## src/rtl/core/asww_pkg.sv

```systemverilog
`default_nettype none
// ----------------------------------------------------------------------------
// asww_pkg
// Shared constants, result codes and the queued command type of the
// aggregation slot window worker.
// ----------------------------------------------------------------------------
package asww_pkg;

  localparam int ElemsPerPkt = 64;
  localparam int Slots       = 16;
  localparam int MaxPkts     = 256;
  localparam int Contexts    = 4;
  localparam int MaxResults  = 16;

  // field widths
  localparam int CtxW   = 2;
  localparam int SizeW  = 15;
  localparam int OffW   = 14;
  localparam int SlotW  = 4;
  localparam int KindW  = 2;

  localparam int ElemShift   = $clog2(ElemsPerPkt);
  localparam int IdxW        = $clog2(MaxPkts);
  localparam int CntW        = $clog2(MaxPkts + 1);
  localparam int ExpRawW     = SizeW - ElemShift + 1;
  localparam int SendCap     = (Slots < MaxResults) ? Slots : MaxResults;
  localparam int NSendW      = $clog2(SendCap + 1);
  localparam int WindowElems = ElemsPerPkt * Slots;

  // received map is held as rows of RowBits bits
  localparam int RowBits  = 16;
  localparam int RowSelW  = $clog2(RowBits);
  localparam int RowIdxW  = IdxW - RowSelW;
  localparam int RowAddrW = CtxW + RowIdxW;
  localparam int Rows     = Contexts * MaxPkts / RowBits;

  typedef logic [KindW-1:0] kind_t;
  localparam kind_t KindSend = 2'd0;
  localparam kind_t KindDup  = 2'd1;
  localparam kind_t KindDone = 2'd2;
  localparam kind_t KindNone = 2'd3;

  localparam logic FuncStart  = 1'b0;
  localparam logic FuncArrive = 1'b1;

  typedef struct packed {
    logic              func;
    logic [CtxW-1:0]   ctx;
    logic [SizeW-1:0]  size;
    logic [OffW-1:0]   offset;
    logic              version;
    logic [SlotW-1:0]  slot;
    logic [CntW-1:0]   exp;
    logic [NSendW-1:0] nsend;
  } cmd_t;

endpackage
`default_nettype wire

```

## src/rtl/core/asww_front.sv

```systemverilog
`default_nettype none
// ----------------------------------------------------------------------------
// asww_front
// Accepts command beats, works out expected packet and send counts for
// starts, and buffers classified commands in a two-entry queue.
// ----------------------------------------------------------------------------
module asww_front (
  input  wire logic                          clk_i,
  input  wire logic                          rst_ni,
  input  wire logic                          start,
  output logic                               busy,
  input  wire logic                          func_i,
  input  wire logic [asww_pkg::CtxW-1:0]     context_req_i,
  input  wire logic [asww_pkg::SizeW-1:0]    grad_size_i,
  input  wire logic [asww_pkg::OffW-1:0]     in_offset_i,
  input  wire logic                          in_version_i,
  input  wire logic [asww_pkg::SlotW-1:0]    in_slot_i,
  input  wire logic                          pop_i,
  output logic                               q_valid_o,
  output asww_pkg::cmd_t                     q_cmd_o
);

  localparam int QDepth = 2;
  localparam int PtrW   = $clog2(QDepth);
  localparam int QCntW  = $clog2(QDepth + 1);

  asww_pkg::cmd_t                    fifo_q [QDepth];
  logic [PtrW-1:0]                   wr_ptr_q, wr_ptr_d;
  logic [PtrW-1:0]                   rd_ptr_q, rd_ptr_d;
  logic [QCntW-1:0]                  cnt_q, cnt_d;
  logic                              push;
  logic                              pop;
  logic [asww_pkg::SizeW:0]          size_rnd;
  logic [asww_pkg::ExpRawW-1:0]      exp_raw;
  asww_pkg::cmd_t                    cmd_new;

  assign busy      = (cnt_q == QCntW'(QDepth));
  assign q_valid_o = (cnt_q != '0);
  assign q_cmd_o   = fifo_q[rd_ptr_q];
  assign push      = start && !busy;
  assign pop       = pop_i && q_valid_o;

  // ceil(size / elems per packet)
  always_comb begin
    size_rnd = {1'b0, grad_size_i} + (asww_pkg::SizeW + 1)'(asww_pkg::ElemsPerPkt - 1);
    exp_raw  = size_rnd[asww_pkg::SizeW:asww_pkg::ElemShift];

    cmd_new.func    = func_i;
    cmd_new.ctx     = context_req_i;
    cmd_new.size    = grad_size_i;
    cmd_new.offset  = in_offset_i;
    cmd_new.version = in_version_i;
    cmd_new.slot    = in_slot_i;
    cmd_new.exp     = (exp_raw > asww_pkg::ExpRawW'(asww_pkg::MaxPkts))
                      ? asww_pkg::CntW'(asww_pkg::MaxPkts) : asww_pkg::CntW'(exp_raw);
    cmd_new.nsend   = (exp_raw > asww_pkg::ExpRawW'(asww_pkg::SendCap))
                      ? asww_pkg::NSendW'(asww_pkg::SendCap) : asww_pkg::NSendW'(exp_raw);
  end

  always_comb begin
    wr_ptr_d = push ? wr_ptr_q + PtrW'(1) : wr_ptr_q;
    rd_ptr_d = pop  ? rd_ptr_q + PtrW'(1) : rd_ptr_q;
    cnt_d    = cnt_q;
    if (push && !pop) begin
      cnt_d = cnt_q + QCntW'(1);
    end else if (pop && !push) begin
      cnt_d = cnt_q - QCntW'(1);
    end
  end

  always_ff @(posedge clk_i or negedge rst_ni) begin
    if (!rst_ni) begin
      wr_ptr_q <= '0;
      rd_ptr_q <= '0;
      cnt_q    <= '0;
    end else begin
      wr_ptr_q <= wr_ptr_d;
      rd_ptr_q <= rd_ptr_d;
      cnt_q    <= cnt_d;
    end
  end

  always_ff @(posedge clk_i) begin
    if (push) begin
      fifo_q[wr_ptr_q] <= cmd_new;
    end
  end

endmodule
`default_nettype wire

```

## src/rtl/core/asww_back.sv

```systemverilog
`default_nettype none
// ----------------------------------------------------------------------------
// asww_back
// Executes queued commands: bursts of slot sends for starts, and a
// read-modify-write of the received map and counters for arrivals.
// ----------------------------------------------------------------------------
module asww_back (
  input  wire logic                          clk_i,
  input  wire logic                          rst_ni,
  input  wire logic                          q_valid_i,
  input  wire asww_pkg::cmd_t                q_cmd_i,
  output logic                               pop_o,
  output logic                               res_valid_o,
  output logic [asww_pkg::KindW-1:0]         kind_o,
  output logic [asww_pkg::OffW-1:0]          out_offset_o,
  output logic                               out_version_o,
  output logic [asww_pkg::SlotW-1:0]         out_slot_o,
  output logic [asww_pkg::SizeW-1:0]         out_size_o,
  output logic                               last_o
);

  localparam logic [1:0] StIdle = 2'd0;
  localparam logic [1:0] StSend = 2'd1;
  localparam logic [1:0] StRmw  = 2'd2;

  localparam int CtxN = asww_pkg::Contexts;

  logic [1:0]                         state_q, state_d;
  asww_pkg::cmd_t                     cmd_q, cmd_d;
  logic [asww_pkg::SlotW-1:0]         scnt_q, scnt_d;
  logic [asww_pkg::CntW-1:0]          exp_q [CtxN];
  logic [asww_pkg::CntW-1:0]          exp_d [CtxN];
  logic [asww_pkg::CntW-1:0]          rcv_q [CtxN];
  logic [asww_pkg::CntW-1:0]          rcv_d [CtxN];
  logic [asww_pkg::Rows-1:0]          rvalid_q, rvalid_d;

  logic [asww_pkg::RowBits-1:0]       mem [asww_pkg::Rows];
  logic [asww_pkg::RowBits-1:0]       rdata_q;
  logic                               mem_re;
  logic                               mem_we;
  logic [asww_pkg::RowAddrW-1:0]      rd_addr;
  logic [asww_pkg::RowAddrW-1:0]      wr_addr;
  logic [asww_pkg::RowBits-1:0]       mem_wdata;

  logic                               rv_q, rv_d;
  asww_pkg::kind_t                    kind_q, kind_d;
  logic [asww_pkg::OffW-1:0]          off_q, off_d;
  logic                               ver_q, ver_d;
  logic [asww_pkg::SlotW-1:0]         slot_q, slot_d;
  logic [asww_pkg::SizeW-1:0]         size_q, size_d;
  logic                               last_q, last_d;

  logic [asww_pkg::RowBits-1:0]       row;
  logic [asww_pkg::RowSelW-1:0]       bsel;
  logic [asww_pkg::CntW-1:0]          rcv_inc;
  logic [asww_pkg::OffW:0]            next_off;
  logic                               send_last;

  assign res_valid_o   = rv_q;
  assign kind_o        = kind_q;
  assign out_offset_o  = off_q;
  assign out_version_o = ver_q;
  assign out_slot_o    = slot_q;
  assign out_size_o    = size_q;
  assign last_o        = last_q;

  assign rd_addr = {q_cmd_i.ctx,
                    q_cmd_i.offset[asww_pkg::ElemShift+asww_pkg::IdxW-1:
                                   asww_pkg::ElemShift+asww_pkg::RowSelW]};
  assign wr_addr = {cmd_q.ctx,
                    cmd_q.offset[asww_pkg::ElemShift+asww_pkg::IdxW-1:
                                 asww_pkg::ElemShift+asww_pkg::RowSelW]};
  assign bsel    = cmd_q.offset[asww_pkg::ElemShift+asww_pkg::RowSelW-1:asww_pkg::ElemShift];

  always_comb begin
    state_d   = state_q;
    cmd_d     = cmd_q;
    scnt_d    = scnt_q;
    exp_d     = exp_q;
    rcv_d     = rcv_q;
    rvalid_d  = rvalid_q;
    pop_o     = 1'b0;
    mem_re    = 1'b0;
    mem_we    = 1'b0;
    rv_d      = 1'b0;
    kind_d    = asww_pkg::KindNone;
    off_d     = '0;
    ver_d     = 1'b0;
    slot_d    = '0;
    size_d    = '0;
    last_d    = 1'b0;

    // a row never written since reset or completion reads as zero
    row       = rvalid_q[wr_addr] ? rdata_q : '0;
    mem_wdata = row | (asww_pkg::RowBits'(1) << bsel);
    rcv_inc   = rcv_q[cmd_q.ctx] + asww_pkg::CntW'(1);
    next_off  = {1'b0, cmd_q.offset} + (asww_pkg::OffW + 1)'(asww_pkg::WindowElems);
    send_last = ({1'b0, scnt_q} == (cmd_q.nsend - asww_pkg::NSendW'(1)));

    case (state_q)
      StIdle: begin
        if (q_valid_i) begin
          pop_o = 1'b1;
          cmd_d = q_cmd_i;
          if (q_cmd_i.func == asww_pkg::FuncStart) begin
            exp_d[q_cmd_i.ctx] = q_cmd_i.exp;
            scnt_d             = '0;
            if (q_cmd_i.nsend == '0) begin
              rv_d   = 1'b1;
              kind_d = asww_pkg::KindNone;
              last_d = 1'b1;
            end else begin
              state_d = StSend;
            end
          end else begin
            mem_re  = 1'b1;
            state_d = StRmw;
          end
        end
      end
      StSend: begin
        rv_d   = 1'b1;
        kind_d = asww_pkg::KindSend;
        off_d  = asww_pkg::OffW'(scnt_q) << asww_pkg::ElemShift;
        slot_d = scnt_q;
        size_d = cmd_q.size;
        last_d = send_last;
        scnt_d = scnt_q + asww_pkg::SlotW'(1);
        if (send_last) begin
          state_d = StIdle;
        end
      end
      StRmw: begin
        rv_d    = 1'b1;
        last_d  = 1'b1;
        state_d = StIdle;
        if (row[bsel]) begin
          kind_d = asww_pkg::KindDup;
        end else if (rcv_inc == exp_q[cmd_q.ctx]) begin
          kind_d            = asww_pkg::KindDone;
          rcv_d[cmd_q.ctx]  = '0;
          for (int r = 0; r < asww_pkg::Rows; r++) begin
            if (asww_pkg::CtxW'(r >> asww_pkg::RowIdxW) == cmd_q.ctx) begin
              rvalid_d[r] = 1'b0;
            end
          end
        end else begin
          mem_we            = 1'b1;
          rvalid_d[wr_addr] = 1'b1;
          rcv_d[cmd_q.ctx]  = rcv_inc;
          if (next_off[asww_pkg::OffW] ||
              (asww_pkg::SizeW'(next_off) >= cmd_q.size)) begin
            kind_d = asww_pkg::KindNone;
          end else begin
            kind_d = asww_pkg::KindSend;
            off_d  = next_off[asww_pkg::OffW-1:0];
            ver_d  = ~cmd_q.version;
            slot_d = cmd_q.slot;
            size_d = cmd_q.size;
          end
        end
      end
      default: begin
        state_d = StIdle;
      end
    endcase
  end

  always_ff @(posedge clk_i or negedge rst_ni) begin
    if (!rst_ni) begin
      state_q  <= StIdle;
      scnt_q   <= '0;
      rvalid_q <= '0;
      rv_q     <= 1'b0;
      for (int c = 0; c < CtxN; c++) begin
        exp_q[c] <= '0;
        rcv_q[c] <= '0;
      end
    end else begin
      state_q  <= state_d;
      scnt_q   <= scnt_d;
      rvalid_q <= rvalid_d;
      rv_q     <= rv_d;
      exp_q    <= exp_d;
      rcv_q    <= rcv_d;
    end
  end

  always_ff @(posedge clk_i) begin
    cmd_q  <= cmd_d;
    kind_q <= kind_d;
    off_q  <= off_d;
    ver_q  <= ver_d;
    slot_q <= slot_d;
    size_q <= size_d;
    last_q <= last_d;
  end

  // received map rows
  always_ff @(posedge clk_i) begin
    if (mem_we) begin
      mem[wr_addr] <= mem_wdata;
    end
    if (mem_re) begin
      rdata_q <= mem[rd_addr];
    end
  end

endmodule
`default_nettype wire

```

## src/rtl/core/aggregation_slot_window_worker.sv

```systemverilog
`default_nettype none
// ----------------------------------------------------------------------------
// aggregation_slot_window_worker
// Worker side of a slot and window protocol for in-network aggregation:
// a front queue of classified commands feeding a back end that issues sends.
// ----------------------------------------------------------------------------
// Path: with the back end idle, an empty start answers from the queue straight
// to the result register; sends and arrivals also pass the send state or map read.
// Pace: an arrival takes a map row read, then the write and result; a start
// issues its sends in turn; the back end sets the pace, the queue buffers beats.
// Reset: queue, counters and per-row valid flags of the received map clear at
// once; no clearing pass, the block takes a beat straight after reset.
module aggregation_slot_window_worker (
  input  wire logic                          clk_i,
  input  wire logic                          rst_ni,
  input  wire logic                          start,
  output logic                               busy,
  input  wire logic                          func_i,
  input  wire logic [asww_pkg::CtxW-1:0]     context_req_i,
  input  wire logic [asww_pkg::SizeW-1:0]    grad_size_i,
  input  wire logic [asww_pkg::OffW-1:0]     in_offset_i,
  input  wire logic                          in_version_i,
  input  wire logic [asww_pkg::SlotW-1:0]    in_slot_i,
  output logic                               res_valid_o,
  output logic [asww_pkg::KindW-1:0]         kind_o,
  output logic [asww_pkg::OffW-1:0]          out_offset_o,
  output logic                               out_version_o,
  output logic [asww_pkg::SlotW-1:0]         out_slot_o,
  output logic [asww_pkg::SizeW-1:0]         out_size_o,
  output logic                               last_o
);

  logic           q_valid;
  logic           q_pop;
  asww_pkg::cmd_t q_cmd;

  asww_front u_front (
    .clk_i         (clk_i),
    .rst_ni        (rst_ni),
    .start         (start),
    .busy          (busy),
    .func_i        (func_i),
    .context_req_i (context_req_i),
    .grad_size_i   (grad_size_i),
    .in_offset_i   (in_offset_i),
    .in_version_i  (in_version_i),
    .in_slot_i     (in_slot_i),
    .pop_i         (q_pop),
    .q_valid_o     (q_valid),
    .q_cmd_o       (q_cmd)
  );

  asww_back u_back (
    .clk_i         (clk_i),
    .rst_ni        (rst_ni),
    .q_valid_i     (q_valid),
    .q_cmd_i       (q_cmd),
    .pop_o         (q_pop),
    .res_valid_o   (res_valid_o),
    .kind_o        (kind_o),
    .out_offset_o  (out_offset_o),
    .out_version_o (out_version_o),
    .out_slot_o    (out_slot_o),
    .out_size_o    (out_size_o),
    .last_o        (last_o)
  );

endmodule
`default_nettype wire
```

## config.mk

```make
export PLATFORM = sky130hd
export DESIGN_NAME = aggregation_slot_window_worker
export DESIGN_NICKNAME = d
export VERILOG_FILES = /design/src/rtl/core/asww_pkg.sv /design/src/rtl/core/asww_front.sv /design/src/rtl/core/asww_back.sv /design/src/rtl/core/aggregation_slot_window_worker.sv
export SDC_FILE = /design/constraint.sdc
export NUM_CORES = 2
export LEC_CHECK = 0
export BUFFER_PORTS_ARGS = -buffer_cell sky130_fd_sc_hd__buf_2
export CAP_MARGIN = 20
export CELL_PAD_IN_SITES_DETAIL_PLACEMENT = 0
export CELL_PAD_IN_SITES_GLOBAL_PLACEMENT = 1
export CORE_ASPECT_RATIO = 0.8
export CORE_UTILIZATION = 47
export DETAILED_ROUTE_END_ITERATION = 8
export GPL_TIMING_DRIVEN = 0
export PLACE_DENSITY = 0.86
export SLEW_MARGIN = 25
export SYNTH_ARGS = -nofsm -noshare
export SYNTH_HDL_FRONTEND = slang
export SYNTH_SLANG_ARGS = --single-unit
```

## constraint.sdc

```tcl
create_clock -name clk_i -period 4.4 [get_ports clk_i]
set_input_delay 0.22 -clock clk_i [delete_from_list [all_inputs] [get_ports clk_i]]
set_output_delay 0.22 -clock clk_i [all_outputs]
set_load 0.01 [all_outputs]
```

==> results.cfg <==
[job]
maxCapViolCount = 0

[status]
outcome = finished, violations left
violations = setup timing

[global_routing]
overflow = 0
grt_max_degree = 95
gr-usage-all-layers_pct = 27.1
grt_pass1_vias = 36600
grt_pass1_wl_mm = 239
antenna_found_initial = 4

[synthesis]
synth-xor-area-share_pct = 0.558
yosysSeqAreaShare_pct = 71.8
netlist_area_um2 = 55600
ys_types = 66
synth_top_family_by_area = simple AND/OR/NAND/NOR gates
yosys.area.top_type = edfxtp_1
yosysMostFrequentCell = edfxtp_1
yosysTopAreaCellShare_pct = 63.9
synth_ff_type = edfxtp_1
synth_area_per_cell_um2 = 12.7
synthSimpleGateAreaFrac_pct = 15.8
synth_fa_ha_area_share_pct = 0.540
synthTopCellsByArea = edfxtp_1 64%, nand2_1 7.5%, dfrtp_1 6.6%, nand3_1 4.8%, a311oi_1 2.8%
synth-compound-area-share_pct = 6.38
syn-num-nets = 4427
synthCells = 4363
async_reset_ff_share_pct = 10.8
ys_top_cells_by_count = 1183 x edfxtp_1, 1111 x nand2_1, 529 x nand3_1
ys_seq_elements = 1367
synth_mux_area_share_pct = 2.39
ys.warnings.count = 0
synth-edff-count = 1183

[setup_path]
cp-end-kind = flop
worstPathRequired_ns = 4.88
slowest_stage = a311oi_1
critPathLaunch = u_front.rd_ptr_q$_DFFE_PN0P_
r2r_slack_ns = -0.02
slowest_delay_ns = 1.06
crit_path_end = u_back.rdata_q[13]$_DFFE_PP_
criticalPathCategory = reg -> reg
crit_chain = mux2i_4 -> buf_12 -> clkbuf_2 -> clkbuf_2 -> buf_1 -> nand3_1 -> a311oi_1 -> a311oi_1 -> a21oi_1 -> a21oi_1
crit_fanout = 10
rr_worst_depth = 10
worstReg2RegStart = u_front.rd_ptr_q$_DFFE_PN0P_
r2r_end = u_back.rdata_q[13]$_DFFE_PP_
start_kind = flop
arrival_ns = 4.90

[clock_network]
clk_latency_ns = 0.77
h-tree-depth = 4
cts.clk_slew.worst_paths_ns = 0.06
clockRootBuffer = clkbuf_16
cts_tree = yes
cts_buffer_depth = 3
cts_buffers = 131
cts.sink_count = 1367

[cells_and_area]
syn2layout_area_growth_pct = 17.2
post-route-util_pct = 55.7
num-nets-final = 4840
layout-drive-gt1-share_pct = 14.4
nFillCells = 9255
final_cell_count_no_fill = 6415

[route]
num_vias = 39000
drt_iter0_markers = 5788
ant_nets = 0
wl_per_cell_um = 25.7
vias_per_cell = 6.07
firstDrtPassIters = 9
drt_wl_total_mm = 165
drc = 0

[pwr]
leakagePower_nw = 23.6
power_density_nw_per_um2 = 755
total_power_mw = 49.2
ir_drop_uv = 882

[timing]
fin_ws_ns = -0.0200
fin_crit_sh_pct = 100
layout_min_cycle_time_ns = 4.42
setup_viol = 2
max-slew-margin-rel_pct = 13.2
fin_skew_ns = 0.0330
fmax_mhz = 226
worst_slew_pin_slew_ns = 1.29
finalHoldViolCount = 0
slew_viol_final = 0

[hold_path]
hold_class = in -> async

[placement]
dp.final_hpwl_mm = 112
dp_slack_ns = -1.35
io_buffers = 78
gp_congestion = 1.01
dp_cells = 6115

[floorplan]
initial_core_util_pct = 47.5
die_w_um = 387
coreArea_um2 = 117000
dieHeight_um = 310
std_cell_rows = 112
pin_count = 79
die_area_um2 = 120000
## critical path, delay by kind of cell (launching register included)
family                 cells  cell delay, ns
flip-flops                 1            0.58
AO/OA/AOI/OAI              4            1.65
AND/OR/NAND/NOR            1            0.12
multiplexers               1            0.31
buffers and inverters      4            1.46
## per-stage QoR
step / TNS [ns] / hold WS, ns / cell area, um^2
floorplan: -186.93 / -0.0756 / 55600
detailed placement: -404.66 / 0.170 / 59800
CTS: 0 / 0.0155 / 64900
global placement: -3182.12 / 0.402 / 57900
global route: -0.0901 / 0.0606 / 65200
finish: -0.0394 / 0.0255 / 65200
## power breakdown
group / internal [mW] / switching, mW / leakage, nW / total [mW]
registers: 18.0 / 0.674 / 13.1 / 18.6
clock network: 6.39 / 4.88 / 2.07 / 11.3
logic: 5.05 / 14.3 / 8.43 / 19.3
## worst min-delay path by stage
| stage | start | cells past startpoint | endpoint | slack, ns |
|---|---|---|---|---|
| after floorplan | rst_ni | 0 | u_back.exp_q[0]$_DFFE_PN0P_ | -0.08 |
| after global placement | u_back.cmd_q[18]$_DFFE_PP_ | 1 | u_back.out_version_o$_SDFF_PP0_ | 0.40 |
| after detailed placement | rst_ni | 1 | u_back.exp_q[2]$_DFFE_PN0P_ | 0.17 |
| after CTS | rst_ni | 3 | u_back.exp_q[2]$_DFFE_PN0P_ | 0.02 |
| after global routing | rst_ni | 3 | u_back.exp_q[16]$_DFFE_PN0P_ | 0.06 |
| final | rst_ni | 3 | u_back.exp_q[2]$_DFFE_PN0P_ | 0.03 |
## layout make-up
cell class | count | area (um^2) | share of cell area, %
Antenna cell | 1 | 2.50 | 0.00384
Buffer | 309 | 1340 | 2.06
Clock buffer | 169 | 3640 | 5.58
Clock inverter | 63 | 593 | 0.910
Inverter | 40 | 153 | 0.234
Multi-Input combinational cell | 2644 | 15200 | 23.3
Sequential cell | 1367 | 39900 | 61.3
Tap cell | 1539 | 1930 | 2.95
Timing Repair Buffer | 283 | 2400 | 3.68
## routing by layer
metal	wire length [um]	GRT usage [%]
met1	66300	39.3
met2	70000	38.6
met3	22900	8.06
met4	5340	9.66
met5	22	0
## logic make-up after synthesis
family / after synthesis
AOI/OAI and AO/OA: 475
xor gates and xnor gates: 33
adders and majority gates: 24
buffers and inverters: 352
DFF: 1367
muxes: 93
and+or+nand+nor: 2019
## what timing repair did
action / in CTS / in global routing
hold buffers: 40 / 0
gates cloned: 0 / 0
hold endpoints to repair: 258 / 0
gates resized for setup: 79 / 31
setup endpoints to repair: 1467 / 414
pin swaps: 6 / 11
setup buffers: 14 / 20
## cells in the final DEF, fill, tap and decap left out, types with 26 or more instances in the layout
| master | count |
|---|---|
| clkinv_1 | 30 |
| a311oi_2 | 28 |
| buf_2 | 156 |
| dfxtp_1 | 37 |
| clkbuf_16 | 139 |
| clkbuf_1 | 249 |
| nor2_1 | 135 |
| o31ai_1 | 35 |
| dfrtp_1 | 146 |
| edfxtp_1 | 1183 |
| nand2_1 | 1108 |
| a311oi_1 | 147 |
| inv_1 | 34 |
| mux4_2 | 28 |
| dlygate4sd3_1 | 39 |
| buf_4 | 81 |
| a31oi_1 | 80 |
| nand3_1 | 528 |
| nor3_1 | 26 |
| and3_1 | 73 |
| mux2_2 | 37 |
| a21oi_1 | 79 |
## sequential cells by signal, indices dropped and copies added, names as in the netlist, 2 cells and up
register             cells
u_front.fifo_q         102
u_back.kind_o            2
u_back.bsel              4
u_back.out_offset_o     14
u_back.mem            1024
u_back.scnt_q            4
u_back.out_slot_o        4
u_back.rvalid_q         64
u_back.state_q           2
u_back.exp_q            36
u_back.rdata_q          16
u_back.cmd_q            37
u_front.cnt_q            2
u_back.rcv_q            36
u_back.out_size_o       15
(Power assumes the default switching activity.)
